===== src/rtl/assert_macros.svh =====
// Assertion macros used by the RTL of the tokenizer.
`ifndef ASSERT_MACROS_SVH
`define ASSERT_MACROS_SVH

// Checks a condition at every rising clock edge outside reset.
`define MST_ASSERT_ALWAYS(lbl, expr, msg) \
   lbl: assert property (@(posedge clock) disable iff (reset) (expr)) else $error(msg);

// Checks that a condition implies another one in the same cycle.
`define MST_ASSERT_IMPLY(lbl, cond, expr, msg) \
   lbl: assert property (@(posedge clock) disable iff (reset) (cond) |-> (expr)) \
      else $error(msg);

`endif


===== src/rtl/mst_pkg.sv =====
// Shared types, token kinds and the keyword table of the tokenizer.
package mst_pkg;

   localparam int NUM_WORDS = 25;

   // Token kinds.
   localparam logic [4:0] K_EOF    = 5'd0;
   localparam logic [4:0] K_NUMBER = 5'd1;
   localparam logic [4:0] K_SYMBOL = 5'd2;
   localparam logic [4:0] K_FLAGS  = 5'd3;
   localparam logic [4:0] K_CHAR   = 5'd4;
   localparam logic [4:0] K_INC    = 5'd5;
   localparam logic [4:0] K_REG    = 5'd6;
   localparam logic [4:0] K_COND   = 5'd7;
   localparam logic [4:0] K_FUNC   = 5'd8;
   localparam logic [4:0] K_FETCH  = 5'd9;
   localparam logic [4:0] K_GOTO   = 5'd10;
   localparam logic [4:0] K_RETURN = 5'd11;
   localparam logic [4:0] K_IF     = 5'd12;
   localparam logic [4:0] K_ELSE   = 5'd13;
   localparam logic [4:0] K_PC     = 5'd14;
   localparam logic [4:0] K_SR     = 5'd15;
   localparam logic [4:0] K_SL     = 5'd16;
   localparam logic [4:0] K_ERROR  = 5'd17;

   typedef logic [NUM_WORDS-1:0] kw_mask_type;

   typedef struct packed {
      logic       hit;
      logic [4:0] kind;
      logic [3:0] code;
   } kw_result_type;

   // Word text, right aligned: the last character sits in the low byte.
   function automatic logic [47:0] kw_text(input logic [4:0] k);
      case (k)
         5'd0:    kw_text = 48'("func");
         5'd1:    kw_text = 48'("fetch");
         5'd2:    kw_text = 48'("goto");
         5'd3:    kw_text = 48'("return");
         5'd4:    kw_text = 48'("if");
         5'd5:    kw_text = 48'("else");
         5'd6:    kw_text = 48'("A");
         5'd7:    kw_text = 48'("X");
         5'd8:    kw_text = 48'("Y");
         5'd9:    kw_text = 48'("PCL");
         5'd10:   kw_text = 48'("PCH");
         5'd11:   kw_text = 48'("PC");
         5'd12:   kw_text = 48'("AL");
         5'd13:   kw_text = 48'("AH");
         5'd14:   kw_text = 48'("D");
         5'd15:   kw_text = 48'("S");
         5'd16:   kw_text = 48'("P");
         5'd17:   kw_text = 48'("SR");
         5'd18:   kw_text = 48'("SL");
         5'd19:   kw_text = 48'("C");
         5'd20:   kw_text = 48'("N");
         5'd21:   kw_text = 48'("Z");
         5'd22:   kw_text = 48'("V");
         5'd23:   kw_text = 48'("IRQ");
         5'd24:   kw_text = 48'("ALUC");
         default: kw_text = 48'h0;
      endcase
   endfunction

   function automatic logic [2:0] kw_len(input logic [4:0] k);
      case (k)
         5'd0, 5'd2, 5'd5, 5'd24:                    kw_len = 3'd4;
         5'd1:                                       kw_len = 3'd5;
         5'd3:                                       kw_len = 3'd6;
         5'd4, 5'd11, 5'd12, 5'd13, 5'd17, 5'd18:    kw_len = 3'd2;
         5'd9, 5'd10, 5'd23:                         kw_len = 3'd3;
         5'd6, 5'd7, 5'd8, 5'd14, 5'd15, 5'd16,
         5'd19, 5'd20, 5'd21, 5'd22:                 kw_len = 3'd1;
         default:                                    kw_len = 3'd0;
      endcase
   endfunction

   function automatic logic [4:0] kw_kind(input logic [4:0] k);
      case (k)
         5'd0:    kw_kind = K_FUNC;
         5'd1:    kw_kind = K_FETCH;
         5'd2:    kw_kind = K_GOTO;
         5'd3:    kw_kind = K_RETURN;
         5'd4:    kw_kind = K_IF;
         5'd5:    kw_kind = K_ELSE;
         5'd11:   kw_kind = K_PC;
         5'd17:   kw_kind = K_SR;
         5'd18:   kw_kind = K_SL;
         5'd19, 5'd20, 5'd21, 5'd22, 5'd23, 5'd24: kw_kind = K_COND;
         default: kw_kind = K_REG;
      endcase
   endfunction

   function automatic logic [3:0] kw_code(input logic [4:0] k);
      case (k)
         5'd6:    kw_code = 4'd1;
         5'd7:    kw_code = 4'd2;
         5'd8:    kw_code = 4'd3;
         5'd9:    kw_code = 4'd4;
         5'd10:   kw_code = 4'd5;
         5'd12:   kw_code = 4'd6;
         5'd13:   kw_code = 4'd7;
         5'd14:   kw_code = 4'd8;
         5'd15:   kw_code = 4'd9;
         5'd16:   kw_code = 4'd10;
         5'd20:   kw_code = 4'd1;
         5'd21:   kw_code = 4'd2;
         5'd22:   kw_code = 4'd3;
         5'd23:   kw_code = 4'd4;
         5'd24:   kw_code = 4'd5;
         default: kw_code = 4'd0;
      endcase
   endfunction

   // Character of a word at a position, zero past its end.
   function automatic logic [7:0] kw_char(input logic [4:0] k, input logic [2:0] pos);
      logic [47:0] t;
      int          sh;
      t       = kw_text(k);
      kw_char = 8'h00;
      if (pos < kw_len(k)) begin
         sh      = 8 * (int'(kw_len(k)) - 1 - int'(pos));
         kw_char = t[sh +: 8];
      end
   endfunction

endpackage


===== src/rtl/microcode_source_tokenizer_core.sv =====
// Top level of the microcode source tokenizer.
//
// The request channel carries one source byte per transfer (req_character)
// or an end-of-input mark (req_end_of_input). The response channel carries
// tokens: kind, 64-bit value and a last flag that closes each text run.
// Most bytes are scanned once. A byte that the scanner must look at twice
// is stepped again from its held copy: one that ends a number, a word, a
// bare zero or a lone plus, an octal digit right after a leading zero, and
// an end mark that flushes a pending token before the eof token. A symbol
// or flags text run is read back from the text buffer memory byte by byte
// (a synchronous read, then an output load); no byte is accepted meanwhile,
// and a symbol run is followed by one more step for the byte that ended it.
// Each token is presented on the response ports in the cycle after the
// step that makes it. One response register parts the two channels; when
// the receiver stalls, work stops only once a new token needs that register.
// Reset returns the scanner to idle with an empty token; no clearing pass is
// needed. Words longer than TEXT_DEPTH-1 letters, overlong flag lists and an
// end inside a flag list give an error token, after which the block accepts
// and drops every byte until reset.
module microcode_source_tokenizer_core
   import mst_pkg::*;
#(
   parameter int TEXT_DEPTH = 64
) (
   input  logic        clock,
   input  logic        reset,
   input  logic        req_valid,
   output logic        req_stall,
   input  logic [7:0]  req_character,
   input  logic        req_end_of_input,
   output logic        rsp_valid,
   input  logic        rsp_stall,
   output logic [4:0]  rsp_kind,
   output logic [63:0] rsp_value,
   output logic        rsp_last
);

`include "assert_macros.svh"

   localparam int LEN_W = $clog2(TEXT_DEPTH);

   // Controller states.
   localparam logic [1:0] C_READY = 2'd0;
   localparam logic [1:0] C_STEP  = 2'd1;
   localparam logic [1:0] C_DRD   = 2'd2;
   localparam logic [1:0] C_DOUT  = 2'd3;

   // Scan modes.
   localparam logic [2:0] M_IDLE    = 3'd0;
   localparam logic [2:0] M_COMMENT = 3'd1;
   localparam logic [2:0] M_ZERO    = 3'd2;
   localparam logic [2:0] M_NUMBER  = 3'd3;
   localparam logic [2:0] M_WORD    = 3'd4;
   localparam logic [2:0] M_FLAGS   = 3'd5;
   localparam logic [2:0] M_PLUS    = 3'd6;
   localparam logic [2:0] M_HALT    = 3'd7;

   // Outcome of one step.
   localparam logic [1:0] N_DONE  = 2'd0;
   localparam logic [1:0] N_CONT  = 2'd1;
   localparam logic [1:0] N_DRAIN = 2'd2;

   localparam logic [4:0] BASE_2  = 5'd2;
   localparam logic [4:0] BASE_8  = 5'd8;
   localparam logic [4:0] BASE_10 = 5'd10;
   localparam logic [4:0] BASE_16 = 5'd16;

   function automatic logic is_space(input logic [7:0] c);
      is_space = (c == 8'h20) || ((c >= 8'd9) && (c <= 8'd13));
   endfunction

   function automatic logic is_alpha(input logic [7:0] c);
      is_alpha = ((c >= "A") && (c <= "Z")) || ((c >= "a") && (c <= "z"));
   endfunction

   function automatic logic [4:0] digit_value(input logic [7:0] c);
      digit_value = 5'd16;
      if ((c >= "0") && (c <= "9")) digit_value = 5'(c - "0");
      else if ((c >= "a") && (c <= "f")) digit_value = 5'(c - "a" + 8'd10);
      else if ((c >= "A") && (c <= "F")) digit_value = 5'(c - "A" + 8'd10);
   endfunction

   logic [1:0]       ctl_ff, ctl_in;
   logic [2:0]       mode_ff, mode_in;
   logic [4:0]       base_ff, base_in;
   logic [63:0]      acc_ff, acc_in;
   logic [LEN_W-1:0] len_ff, len_in;
   kw_mask_type      cand_ff, cand_in;
   logic [7:0]       chr_ff, chr_in;
   logic             end_ff, end_in;
   logic [LEN_W-1:0] idx_ff, idx_in;
   logic [4:0]       dkind_ff, dkind_in;
   logic             dcont_ff, dcont_in;
   logic [7:0]       rd_data_ff;
   logic             rsp_valid_ff, rsp_valid_in;
   logic [4:0]       rsp_kind_ff, rsp_kind_in;
   logic [63:0]      rsp_value_ff, rsp_value_in;
   logic             rsp_last_ff, rsp_last_in;

   logic [7:0]       text_mem [TEXT_DEPTH];

   logic [7:0]       cur_c;
   logic             cur_end;
   logic             out_free, step_active, step_fire, dout_fire, out_load;
   logic             s_emit, s_wr;
   logic [4:0]       s_kind;
   logic [63:0]      s_value;
   logic [1:0]       s_next;
   logic [2:0]       s_mode;
   logic [4:0]       s_base;
   logic [63:0]      s_acc;
   logic [LEN_W-1:0] s_len, s_wr_addr;
   kw_mask_type      s_cand;
   logic [4:0]       s_dkind;
   logic             s_dcont;
   logic [4:0]       dig;
   logic [63:0]      acc_next;
   kw_mask_type      nar_mask, nar_next;
   logic [LEN_W-1:0] nar_pos;
   kw_result_type    fin_result;
   logic             drain_last;

   // The byte under work comes straight from the port when ready.
   assign cur_c   = (ctl_ff == C_READY) ? req_character : chr_ff;
   assign cur_end = (ctl_ff == C_READY) ? req_end_of_input : end_ff;

   assign nar_mask = (mode_ff == M_IDLE) ? '1 : cand_ff;
   assign nar_pos  = (mode_ff == M_IDLE) ? '0 : len_ff;

   mst_kwmatch #(.LEN_W(LEN_W)) u_kwmatch (
      .nar_mask   (nar_mask),
      .nar_pos    (nar_pos),
      .nar_char   (cur_c),
      .nar_next   (nar_next),
      .fin_mask   (cand_ff),
      .fin_len    (len_ff),
      .fin_result (fin_result)
   );

   // Next number value for the current base.
   assign dig = digit_value(cur_c);
   always_comb begin
      case (base_ff)
         BASE_16: acc_next = {acc_ff[59:0], 4'h0} + 64'(dig);
         BASE_8:  acc_next = {acc_ff[60:0], 3'h0} + 64'(dig);
         BASE_2:  acc_next = {acc_ff[62:0], 1'b0} + 64'(dig);
         default: acc_next = {acc_ff[60:0], 3'h0} + {acc_ff[62:0], 1'b0} + 64'(dig);
      endcase
   end

   // One scan step on the current byte and mode.
   always_comb begin
      s_emit    = 1'b0;
      s_kind    = K_EOF;
      s_value   = 64'h0;
      s_next    = N_DONE;
      s_mode    = mode_ff;
      s_base    = base_ff;
      s_acc     = acc_ff;
      s_len     = len_ff;
      s_cand    = cand_ff;
      s_wr      = 1'b0;
      s_wr_addr = len_ff;
      s_dkind   = K_SYMBOL;
      s_dcont   = 1'b1;
      if (mode_ff == M_HALT) begin
         s_next = N_DONE;
      end else if (cur_end) begin
         case (mode_ff)
            M_ZERO, M_NUMBER: begin
               s_emit  = 1'b1;
               s_kind  = K_NUMBER;
               s_value = acc_ff;
               s_mode  = M_IDLE;
               s_next  = N_CONT;
            end
            M_WORD: begin
               s_mode = M_IDLE;
               if (fin_result.hit) begin
                  s_emit  = 1'b1;
                  s_kind  = fin_result.kind;
                  s_value = 64'(fin_result.code);
                  s_next  = N_CONT;
               end else begin
                  s_next = N_DRAIN;
               end
            end
            M_FLAGS: begin
               s_emit = 1'b1;
               s_kind = K_ERROR;
               s_mode = M_HALT;
            end
            M_PLUS: begin
               s_emit  = 1'b1;
               s_kind  = K_CHAR;
               s_value = 64'("+");
               s_mode  = M_IDLE;
               s_next  = N_CONT;
            end
            default: begin
               s_emit = 1'b1;
               s_kind = K_EOF;
               s_mode = M_IDLE;
            end
         endcase
      end else begin
         case (mode_ff)
            M_IDLE: begin
               if (is_space(cur_c)) begin
                  s_next = N_DONE;
               end else if (cur_c == "#") begin
                  s_mode = M_COMMENT;
               end else if ((cur_c >= "0") && (cur_c <= "9")) begin
                  s_acc  = 64'(cur_c - "0");
                  s_base = BASE_10;
                  s_mode = (cur_c == "0") ? M_ZERO : M_NUMBER;
               end else if (is_alpha(cur_c)) begin
                  s_wr      = 1'b1;
                  s_wr_addr = '0;
                  s_len     = LEN_W'(1);
                  s_cand    = nar_next;
                  s_mode    = M_WORD;
               end else if (cur_c == "<") begin
                  s_len  = '0;
                  s_mode = M_FLAGS;
               end else if (cur_c == "_") begin
                  s_emit = 1'b1;
                  s_kind = K_REG;
               end else if (cur_c == "+") begin
                  s_mode = M_PLUS;
               end else begin
                  s_emit  = 1'b1;
                  s_kind  = K_CHAR;
                  s_value = 64'(cur_c);
               end
            end
            M_COMMENT: begin
               if (cur_c == 8'h0A) s_mode = M_IDLE;
            end
            M_ZERO: begin
               if ((cur_c == "x") || (cur_c == "b")) begin
                  s_base = (cur_c == "x") ? BASE_16 : BASE_2;
                  s_mode = M_NUMBER;
               end else if ((cur_c >= "0") && (cur_c <= "7")) begin
                  s_base = BASE_8;
                  s_mode = M_NUMBER;
                  s_next = N_CONT;
               end else begin
                  s_emit  = 1'b1;
                  s_kind  = K_NUMBER;
                  s_value = 64'h0;
                  s_mode  = M_IDLE;
                  s_next  = N_CONT;
               end
            end
            M_NUMBER: begin
               if (dig < base_ff) begin
                  s_acc = acc_next;
               end else begin
                  s_emit  = 1'b1;
                  s_kind  = K_NUMBER;
                  s_value = acc_ff;
                  s_mode  = M_IDLE;
                  s_next  = N_CONT;
               end
            end
            M_WORD: begin
               if (is_alpha(cur_c)) begin
                  if (len_ff >= LEN_W'(TEXT_DEPTH - 1)) begin
                     s_emit = 1'b1;
                     s_kind = K_ERROR;
                     s_mode = M_HALT;
                  end else begin
                     s_cand = nar_next;
                     s_wr   = 1'b1;
                     s_len  = len_ff + LEN_W'(1);
                  end
               end else begin
                  s_mode = M_IDLE;
                  if (fin_result.hit) begin
                     s_emit  = 1'b1;
                     s_kind  = fin_result.kind;
                     s_value = 64'(fin_result.code);
                     s_next  = N_CONT;
                  end else begin
                     s_next = N_DRAIN;
                  end
               end
            end
            M_FLAGS: begin
               if (cur_c == ">") begin
                  s_mode = M_IDLE;
                  if (len_ff == '0) begin
                     s_emit  = 1'b1;
                     s_kind  = K_FLAGS;
                     s_value = 64'h100;
                  end else begin
                     s_next  = N_DRAIN;
                     s_dkind = K_FLAGS;
                     s_dcont = 1'b0;
                  end
               end else if (len_ff >= LEN_W'(TEXT_DEPTH - 1)) begin
                  s_emit = 1'b1;
                  s_kind = K_ERROR;
                  s_mode = M_HALT;
               end else if (!is_space(cur_c)) begin
                  s_wr  = 1'b1;
                  s_len = len_ff + LEN_W'(1);
               end
            end
            M_PLUS: begin
               s_mode = M_IDLE;
               s_emit = 1'b1;
               if (cur_c == "+") begin
                  s_kind = K_INC;
               end else begin
                  s_kind  = K_CHAR;
                  s_value = 64'("+");
                  s_next  = N_CONT;
               end
            end
            default: s_next = N_DONE;
         endcase
      end
   end

   // Handshake and step firing.
   assign out_free    = !rsp_valid_ff || !rsp_stall;
   assign step_active = ((ctl_ff == C_READY) && req_valid) || (ctl_ff == C_STEP);
   assign step_fire   = step_active && (!s_emit || out_free);
   assign dout_fire   = (ctl_ff == C_DOUT) && out_free;
   assign out_load    = (step_fire && s_emit) || dout_fire;
   assign req_stall   = !((ctl_ff == C_READY) && (!s_emit || out_free));
   assign drain_last  = (idx_ff == (len_ff - LEN_W'(1)));

   // Next values of the scanner and controller.
   always_comb begin
      ctl_in   = ctl_ff;
      mode_in  = mode_ff;
      base_in  = base_ff;
      acc_in   = acc_ff;
      len_in   = len_ff;
      cand_in  = cand_ff;
      chr_in   = chr_ff;
      end_in   = end_ff;
      idx_in   = idx_ff;
      dkind_in = dkind_ff;
      dcont_in = dcont_ff;
      if (step_fire) begin
         mode_in = s_mode;
         base_in = s_base;
         acc_in  = s_acc;
         len_in  = s_len;
         cand_in = s_cand;
         chr_in  = cur_c;
         end_in  = cur_end;
         case (s_next)
            N_CONT:  ctl_in = C_STEP;
            N_DRAIN: begin
               ctl_in   = C_DRD;
               idx_in   = '0;
               dkind_in = s_dkind;
               dcont_in = s_dcont;
            end
            default: ctl_in = C_READY;
         endcase
      end else if (ctl_ff == C_DRD) begin
         ctl_in = C_DOUT;
      end else if (dout_fire) begin
         if (drain_last) begin
            ctl_in = dcont_ff ? C_STEP : C_READY;
         end else begin
            idx_in = idx_ff + LEN_W'(1);
            ctl_in = C_DRD;
         end
      end
   end

   // Response register contents.
   always_comb begin
      rsp_valid_in = rsp_valid_ff && rsp_stall;
      rsp_kind_in  = rsp_kind_ff;
      rsp_value_in = rsp_value_ff;
      rsp_last_in  = rsp_last_ff;
      if (dout_fire) begin
         rsp_valid_in = 1'b1;
         rsp_kind_in  = dkind_ff;
         rsp_value_in = 64'(rd_data_ff);
         rsp_last_in  = drain_last;
      end else if (out_load) begin
         rsp_valid_in = 1'b1;
         rsp_kind_in  = s_kind;
         rsp_value_in = s_value;
         rsp_last_in  = 1'b1;
      end
   end

   // Control registers.
   always_ff @(posedge clock) begin
      if (reset) begin
         ctl_ff       <= C_READY;
         mode_ff      <= M_IDLE;
         base_ff      <= BASE_10;
         acc_ff       <= 64'h0;
         len_ff       <= '0;
         cand_ff      <= '1;
         rsp_valid_ff <= 1'b0;
      end else begin
         ctl_ff       <= ctl_in;
         mode_ff      <= mode_in;
         base_ff      <= base_in;
         acc_ff       <= acc_in;
         len_ff       <= len_in;
         cand_ff      <= cand_in;
         rsp_valid_ff <= rsp_valid_in;
      end
   end

   // Payload registers.
   always_ff @(posedge clock) begin
      chr_ff       <= chr_in;
      end_ff       <= end_in;
      idx_ff       <= idx_in;
      dkind_ff     <= dkind_in;
      dcont_ff     <= dcont_in;
      rsp_kind_ff  <= rsp_kind_in;
      rsp_value_ff <= rsp_value_in;
      rsp_last_ff  <= rsp_last_in;
   end

   // Text buffer: one write port during scanning, one registered read port.
   always_ff @(posedge clock) begin
      if (step_fire && s_wr) begin
         text_mem[s_wr_addr] <= cur_c;
      end
      if (ctl_ff == C_DRD) begin
         rd_data_ff <= text_mem[idx_ff];
      end
   end

   assign rsp_valid = rsp_valid_ff;
   assign rsp_kind  = rsp_kind_ff;
   assign rsp_value = rsp_value_ff;
   assign rsp_last  = rsp_last_ff;

   `MST_ASSERT_IMPLY(a_halt_silent, mode_ff == M_HALT, !out_load, "token produced after halt")
   `MST_ASSERT_IMPLY(a_read_in_range, ctl_ff == C_DRD, idx_ff < len_ff, "text read past length")
   `MST_ASSERT_IMPLY(a_drain_idle, ctl_ff == C_DOUT, mode_ff == M_IDLE, "drain outside idle mode")
   `MST_ASSERT_ALWAYS(a_load_free, !out_load || out_free, "response register overwritten")

endmodule


===== src/rtl/mst_kwmatch.sv =====
// Keyword table matcher: narrows the candidate set and finds the finished word.
module mst_kwmatch
   import mst_pkg::*;
#(
   parameter int LEN_W = 6
) (
   input  kw_mask_type   nar_mask,
   input  logic [LEN_W-1:0] nar_pos,
   input  logic [7:0]    nar_char,
   output kw_mask_type   nar_next,
   input  kw_mask_type   fin_mask,
   input  logic [LEN_W-1:0] fin_len,
   output kw_result_type fin_result
);

   // Keep the words whose character at this position matches.
   always_comb begin
      for (int k = 0; k < NUM_WORDS; k++) begin
         nar_next[k] = nar_mask[k] && (nar_pos < LEN_W'(kw_len(5'(k)))) &&
                       (nar_char == kw_char(5'(k), nar_pos[2:0]));
      end
   end

   // The first remaining word of full length is the match.
   always_comb begin
      fin_result = '0;
      for (int k = NUM_WORDS - 1; k >= 0; k--) begin
         if (fin_mask[k] && (fin_len == LEN_W'(kw_len(5'(k))))) begin
            fin_result.hit  = 1'b1;
            fin_result.kind = kw_kind(5'(k));
            fin_result.code = kw_code(5'(k));
         end
      end
   end

endmodule

===== config.mk =====
export PLATFORM = sky130hd
export DESIGN_NAME = microcode_source_tokenizer_core
export DESIGN_NICKNAME = d
export VERILOG_FILES = /design/src/rtl/mst_pkg.sv /design/src/rtl/microcode_source_tokenizer_core.sv /design/src/rtl/mst_kwmatch.sv
export VERILOG_INCLUDE_DIRS = /design/src /design/src/rtl
export SDC_FILE = /design/constraint.sdc
export NUM_CORES = 2
export LEC_CHECK = 0
export BUFFER_PORTS_ARGS = -buffer_cell sky130_fd_sc_hd__buf_2
export CORE_ASPECT_RATIO = 1.5
export CORE_MARGIN = 2
export CORE_UTILIZATION = 40
export DETAILED_ROUTE_END_ITERATION = 8
export GPL_TIMING_DRIVEN = 1
export HOLD_SLACK_MARGIN = 0.15
export PLACE_DENSITY = 0.64
export SYNTH_ARGS = -nofsm -noshare
export SYNTH_HDL_FRONTEND = slang
export SYNTH_HIERARCHICAL = 1
export SYNTH_SLANG_ARGS = --single-unit

===== constraint.sdc =====
create_clock -name clock -period 14.5 [get_ports clock]
set_clock_uncertainty 0.1 [all_clocks]
set_input_delay 2.175 -clock clock [delete_from_list [all_inputs] [get_ports clock]]
set_output_delay 2.175 -clock clock [all_outputs]
set_load 0.02 [all_outputs]

==> results.md <==
Detailed routing:
- The DRC violation count after routing is 0.
- The final wirelength is 130.0 mm.
- The average wire per cell in the routed design is 26.14 um.
- The detail route stage leaves a number of antenna-violating nets equal to 0.
- The first-iteration detailed-routing DRC count is 3,104.
- The via count normalized by instance count is 6.247.
- The detailed-routing iteration count for the pre-antenna-repair pass is 6.
- The routed layout has 31.06k vias.

Timing:
- Of the available clock period, the critical path in the final layout requires 71.68%.
- Setup violations remaining at the end of the flow were counted as 0.
- The count of pins over their slew limit is 0.
- Setup repair after global routing left no endpoint under its margin.
- The worst hold slack is 370.5 ps.
- Based on the critical path, the design can be clocked at up to 96.21 MHz.
- The minimum period implied by the final worst setup slack is 10,390 ps.
- The worst slew margin relative to its limit is 23.71%.
- For the pin with the worst max-slew slack, the measured transition is 1144 ps.
- The final hold violation count is 0.
- After routing, the total negative slack on setup checks comes to 0 ps.

Yosys:
- When the netlist entered floorplanning its net count stood at 3,827.
- The post-synthesis share of cell area spent on full adders, half adders and majority gates is 4.894%.
- For this run, the number of Yosys warnings is 6.
- After synthesis, the largest family of logic cells by area is simple AND/OR/NAND/NOR gates.
- The post-synthesis compound-gate area fraction is 13.25%.
- After Yosys synthesis, and, or, nand and nor cells account for 14.68% of the synthesized area.
- Counting every instance in the synthesized netlist gives 3,657.
- Sorting the synthesized cells by area gives the leading types as edfxtp_1, mux4_2, dfxtp_1.
- The most used flip-flop cell after synthesis is edfxtp_1.
- The share of synthesized flip-flops with an asynchronous set or reset is 0%.
- Of the total synthesized cell area, the portion taken by XOR and XNOR cells is 5.374%.
- In this run the mean area of a mapped cell was 11.19 sq um.
- The number of enable flip-flop cells after synthesis is 551.
- Summing the sequential cell areas from Yosys gives 48.28% of the chip area.
- The multiplexer area fraction after synthesis is 10.07%.
- The synthesized netlist occupies a cell area of 40,910 sq um.
- The count of distinct cell types in the synthesized netlist is 108.
- The share of synthesized area in the top cell type comes to 40.45%.
- Summed over all instances, the cell type with the most area after synthesis is edfxtp_1.
- Counting flops and latches in the post-synthesis netlist gives 711.

Clock tree:
- The post-cts sizing count is 0.
- The number of clock sinks seen by CTS is 711.
- Post-CTS timing repair inserted 0 buffers for setup.
- The total number of H-tree levels is 3.
- The count of hold buffers inserted by post-cts repair is 0.
- The clock passes through at most 3 buffers.
- The number of buffers created by CTS is 74.
- TritonCTS built the clock tree.
- The cell sitting at the root of the clock tree is a clkbuf_16.
- The clock reaches the later pin of the worst-skew pair after 680 ps.
- After clock tree synthesis, the clock-pin slew on the worst setup and hold paths is 50 ps.

Critical path:
- The arrival time at the worst endpoint is 8120 ps.
- The kind of start point of the critical path is an input pin.
- Counting cells, the worst reg-to-reg path comes to 25.
- In this run the register-to-register setup slack is 5250 ps.
- The critical path is of the in -> out type.
- The worst-path maximum fanout is 44.
- The nature of the critical path endpoint is a primary output.
- The startpoint identified for the worst register-to-register timing path is ctl_ff[1]$_SDFFE_PP0P_.
- The worst register-to-register path ends at acc_ff[62]$_SDFFE_PP0P_.
- The worst path required time is 12,230 ps.

Floorplan:
- Once the floorplan was initialized, standard cells occupied 40.40% of the core.
- In this run the vertical extent of the chip is 395.7 um.
- The placeable core area is 101,300 sq um.
- Row generation in the floorplan step produced 143 rows.
- 85 I/O pins were placed.
- The area enclosed by the die boundary is 104,900 sq um.
- The die extent in x is 265.1 um.

GRT:
- The first global-routing pass estimated 195.2 mm of wire.
- The number of antenna violations at the first check in global routing came to 6.
- The number of global-route vias before repair is 30.91k.
- The maximum number of pins on one net before global-route repair is 119.
- Global routing finished with a remaining overflow of 0.
- The total track usage is 24.47%.

Hold path:
- For hold timing, the worst endpoint is rsp_value[10]$_SDFFE_PP0P_.
- The source of the worst hold timing path is rsp_value[10]$_SDFFE_PP0P_.
- Counting instances, the worst hold path has a depth of 1.
- The worst hold path belongs to the class reg -> reg.

Power and ir drop:
- The total power is 6.693 mW.
- The standby leakage power is 15.24 nW.
- For this design the ratio of total power to cell area is 149.4 nW/um^2.
- The maximum vdd drop is 0.1322 mV.

Placement:
- The half-perimeter wire length after detailed placement is 91.16 mm.
- The number of buffers added on ports is 84.
- The final weighted congestion in routability-driven placement is 0.9995.

Final layout:
- The antenna diode instance count is 0.
- Cells with a size suffix above 1 make up 13.58% of the layout.
- For this run, the post-layout net count is 3,780.
- Compared with the post-synthesis result, the final layout area differs by 9.488%.

Status:
- The flow ran to the end, and the final reports show no timing, DRC or antenna violations.

Job:
- The number of max-capacitance violations reported is 0.
stage by stage:
stage / cells / area (sq um) / util, % / setup WS, ps
after detailed placement: 4839 / 42330 / 41.80 / 4059
after global placement: 4839 / 42330 / 41.80 / 4157
after CTS: 4972 / 44790 / 44.23 / 4115
after global routing: 4972 / 44790 / 44.23 / 3703
final: 4972 / 44790 / 44.23 / 4106
after floorplan: 3657 / 40910 / - / 4880
worst max-delay path by stage:
stage	start	endpoint	slack, ps
floorplan	ctl_ff[1]$_SDFFE_PP0P_	req_stall	4880
global placement	req_character[4]	req_stall	4160
detailed placement	req_character[4]	acc_ff[62]$_SDFFE_PP0P_	4060
CTS	req_character[4]	req_stall	4120
global route	req_character[4]	req_stall	3700
finish	req_character[4]	req_stall	4110
routing by layer:
metal,track usage [%],routed length [um]
met3,3.671,8017
met5,0,28
met4,14.52,8194
met1,27.35,46410
met2,43.92,67300
flip-flops by register name (all words and copies together) (netlist names), 5 cells and up:
register    count
text_mem      512
acc_ff         64
rsp_value      64
cand_ff        25
chr_ff          8
rd_data_ff      8
idx_ff          6
len_ff          6
rsp_kind        5
power by group:
group / internal (mW) / total, mW / leakage, nW / switching, mW
Sequential: 2.54 / 2.73 / 6.26 / 0.193
Clock: 1.07 / 1.94 / 1.17 / 0.866
Combinational: 0.649 / 2.03 / 7.81 / 1.38
final cells by class:
cell class                 instances  area [sq um]
fill                            9424         56480
multi-input combinational       2618         19850
sequential                       711         19750
clock buffer                      87          1901
tap                             1305          1633
timing repair buffer             139         848.3
clock inverter                    46         558.0
inverter                          66         249.0
kinds of logic (layout without fill, tap and decap cells):
group,after synthesis,in the layout
xor gates and xnor gates,251,251
adders and majority gates,157,157
AOI/OAI and AO/OA,809,809
and+or+nand+nor,1202,1202
muxes,199,199
DFF,711,711
buffers and inverters,328,338
worst max-delay path: stages:
cell      delay (ps)
buf_2            120
mux2i_1          610
clkinv_2         760
ha_1             620
o21ai_0          270
a32oi_1          260
nand2b_1         320
a21oi_1          200
nor2_1            60
a31oi_1          570
ha_1             390
a21o_1           190
or4b_1           540
a32o_1           280
o31ai_2          300
nand2_1          210
buf_2            240
cells in the mapped netlist, types with 47 or more instances:
library cell and count:
a21oi_1 228, dfxtp_1 160, inv_1 62, edfxtp_1 551
a22o_1 57, nor3_1 138, nand3_1 88, ha_1 152
nor2_1 388, xnor2_1 135, xor2_1 116, nand2b_1 47
clkbuf_1 198, nand2_1 208, o21ai_0 154, mux4_2 168
nand4_1 72
placed cells by master (no fill, tap or decap), types with 18 or more instances in the layout:
| cell | Yosys | final |
|---|---|---|
| edfxtp_1 | 551 | 551 |
| nand3_1 | 88 | 88 |
| nand4_1 | 72 | 72 |
| o211ai_1 | 24 | 24 |
| o21a_1 | 18 | 18 |
| a211oi_1 | 39 | 39 |
| nor4_1 | 30 | 28 |
| o221ai_1 | 24 | 24 |
| nor2b_1 | 20 | 20 |
| or3_1 | 33 | 33 |
| o31ai_1 | 24 | 23 |
| o21ai_0 | 154 | 153 |
| dfxtp_1 | 160 | 160 |
| ha_1 | 152 | 152 |
| a22o_1 | 57 | 57 |
| a21oi_1 | 228 | 228 |
| xor2_1 | 116 | 116 |
| nor2_1 | 388 | 381 |
| buf_2 | 12 | 83 |
| nor3_1 | 138 | 135 |
| xnor2_1 | 135 | 135 |
| a21o_1 | 32 | 32 |
| and2_1 | 21 | 21 |
| a221oi_1 | 20 | 20 |
| nand2b_1 | 47 | 47 |
| a22oi_1 | 22 | 22 |
| inv_1 | 62 | 58 |
| o22ai_1 | 34 | 34 |
| nand2_1 | 208 | 208 |
| buf_4 | 2 | 55 |
| clkbuf_16 | 0 | 74 |
| a31oi_1 | 18 | 18 |
| mux4_2 | 168 | 168 |
| and3_1 | 46 | 46 |
Note: power is estimated with default switching activity, not from simulation.
